==> config.mk <==
export PLATFORM = sky130hd
export DESIGN_NAME = rpa_ctrl
export DESIGN_NICKNAME = d
export VERILOG_FILES = /design/src/design/rpa_pkg.sv /design/src/design/rpa_ctrl.sv
export SDC_FILE = /design/constraint.sdc
export NUM_CORES = 1
export LEC_CHECK = 0
export ABC_AREA = 1
export BUFFER_PORTS_ARGS = -buffer_cell sky130_fd_sc_hd__clkbuf_2
export CORE_AREA = 2 2 39 41
export CTS_CLUSTER_DIAMETER = 60
export DETAILED_ROUTE_END_ITERATION = 10
export DIE_AREA = 0 0 41 43
export PLACE_DENSITY = 0.39
export SETUP_SLACK_MARGIN = 0.5
export SLEW_MARGIN = 10
export SYNTH_ARGS = -nofsm -noshare
export SYNTH_HDL_FRONTEND = slang
export SYNTH_SLANG_ARGS = --single-unit
==> constraint.sdc <==
create_clock -name clk -period 1.3 [get_ports clk]
set_input_delay 0.26 -clock clk [delete_from_list [all_inputs] [get_ports clk]]
set_output_delay 0.26 -clock clk [all_outputs]
set_load 0.03 [all_outputs]
==> src/design/rpa_pkg.sv <==
// rpa_pkg: constants, opcode and status codes, and controller/datapath
// command and status structs for the refcounted page allocator
// no dependencies
package rpa_pkg;

    // geometry
    localparam int NUM_PAGES  = 1024;
    localparam int PAGE_BYTES = 4096;
    localparam int PAGE_SHIFT = $clog2(PAGE_BYTES);
    localparam int PAGE_W     = $clog2(NUM_PAGES);
    localparam int DEPTH_W    = $clog2(NUM_PAGES + 1);

    // field widths
    localparam int OP_W     = 3;
    localparam int ADDR_W   = 23;
    localparam int IDX_W    = ADDR_W - PAGE_SHIFT;
    localparam int STATUS_W = 3;
    localparam int PA_W     = 22;
    localparam int REF_W    = 16;
    localparam int FREE_W   = 11;

    localparam logic [REF_W-1:0] REF_MAX = {REF_W{1'b1}};

    // opcodes
    localparam logic [OP_W-1:0] OP_INIT  = 3'd0;
    localparam logic [OP_W-1:0] OP_ALLOC = 3'd1;
    localparam logic [OP_W-1:0] OP_FREE  = 3'd2;
    localparam logic [OP_W-1:0] OP_INC   = 3'd3;
    localparam logic [OP_W-1:0] OP_QUERY = 3'd4;

    // status codes
    localparam logic [STATUS_W-1:0] ST_OK        = 3'd0;
    localparam logic [STATUS_W-1:0] ST_SHARED    = 3'd1;
    localparam logic [STATUS_W-1:0] ST_OOM       = 3'd2;
    localparam logic [STATUS_W-1:0] ST_BADADDR   = 3'd3;
    localparam logic [STATUS_W-1:0] ST_UNDERFLOW = 3'd4;
    localparam logic [STATUS_W-1:0] ST_OUTRANGE  = 3'd5;
    localparam logic [STATUS_W-1:0] ST_SAT       = 3'd6;

    // controller to datapath
    typedef struct packed {
        logic capture;     // transaction accepted: latch request, issue reads
        logic execute;     // perform the operation and load the result
        logic sweep_load;  // start init sweep at first free page, empty stack
        logic sweep_step;  // zero one count and advance the sweep pointer
        logic sweep_push;  // push the swept page onto the stack
    } rpa_cmd_t;

    // datapath to controller
    typedef struct packed {
        logic out_free;    // result register can take a new result
        logic op_init;     // latched opcode is init
        logic sweep_last;  // sweep pointer is at the last page
    } rpa_sts_t;

endpackage

==> src/design/rpa_ctrl.sv <==
// rpa_ctrl: controller state machine for the page allocator
// depends on rpa_pkg; drives rpa_datapath through rpa_cmd_t
module rpa_ctrl import rpa_pkg::*;
(
    input  logic      clk,
    input  logic      rst_n,
    input  logic      in_valid,
    output logic      in_ready,
    input  rpa_sts_t  sts,
    output rpa_cmd_t  cmd
);

    localparam logic [2:0] S_CLEAR = 3'd0;
    localparam logic [2:0] S_IDLE  = 3'd1;
    localparam logic [2:0] S_EXEC  = 3'd2;
    localparam logic [2:0] S_INIT  = 3'd3;
    localparam logic [2:0] S_FIN   = 3'd4;

    logic [2:0] state_reg;
    logic [2:0] state_next;

    // state register, clearing pass runs first after reset
    always_ff @(posedge clk or negedge rst_n)
    begin
        if (!rst_n)
        begin
            state_reg <= S_CLEAR;
        end
        else
        begin
            state_reg <= state_next;
        end
    end

    assign in_ready = (state_reg == S_IDLE);

    // next state and commands
    always_comb
    begin
        state_next     = state_reg;
        cmd            = '0;
        cmd.capture    = in_valid && (state_reg == S_IDLE);
        unique case (state_reg)
            S_CLEAR:
            begin
                cmd.sweep_step = 1'b1;
                if (sts.sweep_last)
                begin
                    state_next = S_IDLE;
                end
            end
            S_IDLE:
            begin
                if (in_valid)
                begin
                    state_next = S_EXEC;
                end
            end
            S_EXEC:
            begin
                if (sts.op_init)
                begin
                    cmd.sweep_load = 1'b1;
                    state_next     = S_INIT;
                end
                else if (sts.out_free)
                begin
                    cmd.execute = 1'b1;
                    state_next  = S_IDLE;
                end
            end
            S_INIT:
            begin
                cmd.sweep_step = 1'b1;
                cmd.sweep_push = 1'b1;
                if (sts.sweep_last)
                begin
                    state_next = S_FIN;
                end
            end
            S_FIN:
            begin
                if (sts.out_free)
                begin
                    cmd.execute = 1'b1;
                    state_next  = S_IDLE;
                end
            end
            default:
            begin
                state_next = S_IDLE;
            end
        endcase
    end

endmodule

==> reports/metrics.cfg <==
[run_status]
violations = setup timing
status = complete, but fails checks

[clock_tree]
htreeDepth = 1
cts_tree = built
cts.sinks = 3
clock_path_buffers = 2
cts_made_buffers = 3
clk_pin_slew_ns = 0.04
cts_root_buffer = clkbuf_4
clock_latency_ns = 0.23

[floorplan]
fp.dieArea_um2 = 1763
die_h_um = 43
pin_count = 12
core_um2 = 1384
initial_core_util_pct = 21.61
die_x_um = 41
num_rows = 14

[routing]
firstDrtPassIters = 4
ant_nets = 0
drc_errors = 0
wire_per_inst_um = 10.32
vias = 424
vias_per_cell = 4.371
drt-total-wl_mm = 1.001
drtIter0Drc = 4

[yosys]
synth_compound_area_share_pct = 15.06
ys_types = 16
synth_top_family_by_area = simple AND/OR/NAND/NOR gates
synth_edf_count = 0
avgSynthCellArea_um2 = 6.103
ys_ff_latch = 3
yosys.area_share.xor_xnor_pct = 0
synth_nets = 55
seq_area_frac_synth_pct = 25.10
syn_area_um2 = 299.0
synth-simple-area-share_pct = 45.19
synth_ff_type = dfrtp_1
synthArstFlopShare_pct = 100.0
synthAdderAreaFrac_pct = 0
synth_cells = 49
ys_warn_count = 0
synthMuxAreaShare_pct = 0

[global_route]
grt_first_pass_wirelength_mm = 1.690
gr-usage-all-layers_pct = 14.47
grt_max_degree = 7
overflow = 0
grt_pass1_vias = 432
antenna_found_initial = 0

[cells_and_area]
final_nets = 88
design_area_um2 = 680.7
layout-drive-gt1-share_pct = 64.20
antennaDiodeCount = 0
final_cells = 97
largest_reg_flops = 3
nFillCells = 147
synthToLayoutAreaGrowth_pct = 127.6

[placement]
portBuffers = 11
hpwl_um = 626.2
place_inst = 82
place_congestion = 0.6814
dpl_cell_area_um2 = 462.9

[worst_setup_path]
worstPathArrival_ns = 1.23
cp.required_ns = 1.04
crit_path_max_fanout = 5
criticalPathCategory = flip-flop to primary output
startpoint = state_reg[0]
reg2reg_from = state_reg[0]
slowest_delay_ns = 0.45
end_kind = primary output
cp_top_family = flip-flops
crit_chain = inv_2 > nand3_4 > o31ai_4 > clkbuf_8
critPathSlowestCell = dfrtp_2
critPathBufInv = 2
start_kind = flip-flop

[timing]
hold_viol = 0
finClkSkew_ns = 0.001324
rsz0062_at_grt = true
post-route-period-util_pct = 114.8
finalMaxSlewViolations = 0
fin_ws_ns = -0.1920
setup_violations = 8
tightest_slew_ns = 0.2002
max_freq_ghz = 0.6703
relSlewSlack_pct = 86.51
min_period_ns = 1.492

[hold_path]
hold_path_class = primary input to flip-flop
min_from = sts[0]

[pwr]
peakVddDrop_v = 0.001155
p_leak_nw = 0.3434
switching_share_pct = 47.33
combPwrFrac_pct = 79.4
power_frac_seq_pct = 12.1
internal_power_mw = 0.9852
powerDensity_nw_per_um2 = 2748
p_switching_mw = 0.8852
clkPwrFrac_pct = 8.6

[flow_run]
maxCapViolations = 0

-- cell type report --
type	instances	area, um^2	share of cell area [%]
timing repair buffer	28	246.5	36.21
sequential	3	77.57	11.40
multi-input combinational	35	259.0	38.05
tap	16	20.02	2.941
clock buffer	4	26.28	3.860
inverter	11	51.30	7.537
-- through the flow --
| step | total power, mW | hold WS, ns | utilization, % | worst slack [ns] | TNS, ns |
|---|---|---|---|---|---|
| after floorplan | 0.8944 | -0.03559 | - | 0.03572 | 0 |
| after detailed placement | 1.206 | 0.05975 | 33.45 | -0.02304 | -0.02304 |
| after global routing | 2.025 | 0.3373 | 49.19 | -0.2471 | -1.329 |
| final | 1.870 | 0.3208 | 49.19 | -0.1920 | -0.8489 |
| after global placement | 1.213 | 0.06033 | 33.45 | -0.03463 | -0.03463 |
| after CTS | 1.797 | 0.3115 | 47.29 | -0.1846 | -0.9192 |
-- metal layers --
metal  track usage [%]  share of wire, %  vias up
met5                 0                 0        -
met4             10.00                 0        0
met3             3.141               2.2        0
met2             22.81                59        9
met1             16.13                39      199
li1                  -                 -      216
-- power by group through the flow --
stage                     sequential, mW  clock (mW)  combinational, mW
after floorplan                    0.216           0              0.678
final                              0.225       0.161               1.48
after detailed placement           0.224           0              0.982
after CTS                          0.234       0.168               1.39
after global routing               0.234       0.177               1.61
after global placement             0.222           0              0.990
-- worst min-delay path, stage by stage --
cell and delay [ns]:
clkbuf_2 0.10, inv_4 0.04, nand2_1 0.06, nand2_1 0.05
-- cell usage after synthesis (2+ instances only) --
| master | instances | area [um^2] |
|---|---|---|
| a21oi_1 | 2 | 10.01 |
| dfrtp_1 | 3 | 75.07 |
| inv_1 | 8 | 30.03 |
| nand2_1 | 15 | 56.30 |
| nand2_2 | 2 | 12.51 |
| nand3_1 | 3 | 15.01 |
| nand3_2 | 3 | 30.03 |
| nor2_1 | 4 | 15.01 |
| o21ai_0 | 2 | 10.01 |
-- final timing paths --
kind	cells after the start	slack (ns)	end
worst min-delay path	4	0.32	state_reg[1]
worst max register to register	8	-0.03	state_reg[0]
worst min register to register	3	0.71	state_reg[0]
min in group asynchronous	2	0.36	state_reg[1]
max in group asynchronous	2	0.82	state_reg[0]
worst max-delay path	4	-0.19	cmd[3]
-- repair_timing --
item                                   4_1_cts  5_1_grt
endpoints found under the hold margin        3        0
hold buffers                                 1        0
gates resized for setup                     22        3
setup endpoints to repair                    9        9
buffers inserted                             8        2
pin swaps                                    2        1
-- kinds of logic (layout without fill, tap and decap cells) --
| logic type | count (synthesis) | after routing |
|---|---|---|
| DFF | 3 | 3 |
| AOI/OAI and AO/OA | 7 | 7 |
| buffers and inverters | 11 | 43 |
| and+or+nand+nor | 28 | 28 |
-- cell usage in the layout, fill, tap and decap left out --
cell,instances
buf_8,1
o31ai_4,1
nor2_1,1
clkbuf_2,5
o21ai_4,1
inv_1,4
a21oi_2,1
dfrtp_1,1
nand3_1,2
nand2_1,14
nor2_4,3
dfrtp_2,2
buf_6,2
inv_4,4
inv_2,2
nor2_2,1
nand2_4,1
clkbuf_4,3
clkbuf_1,1
o21ai_0,2
clkbuf_8,5
clkinv_1,1
buf_4,14
dlygate4sd3_1,1
nand3_4,3
nand2_2,2
a21oi_1,2
nand3_2,1
(Power assumes the default switching activity.)
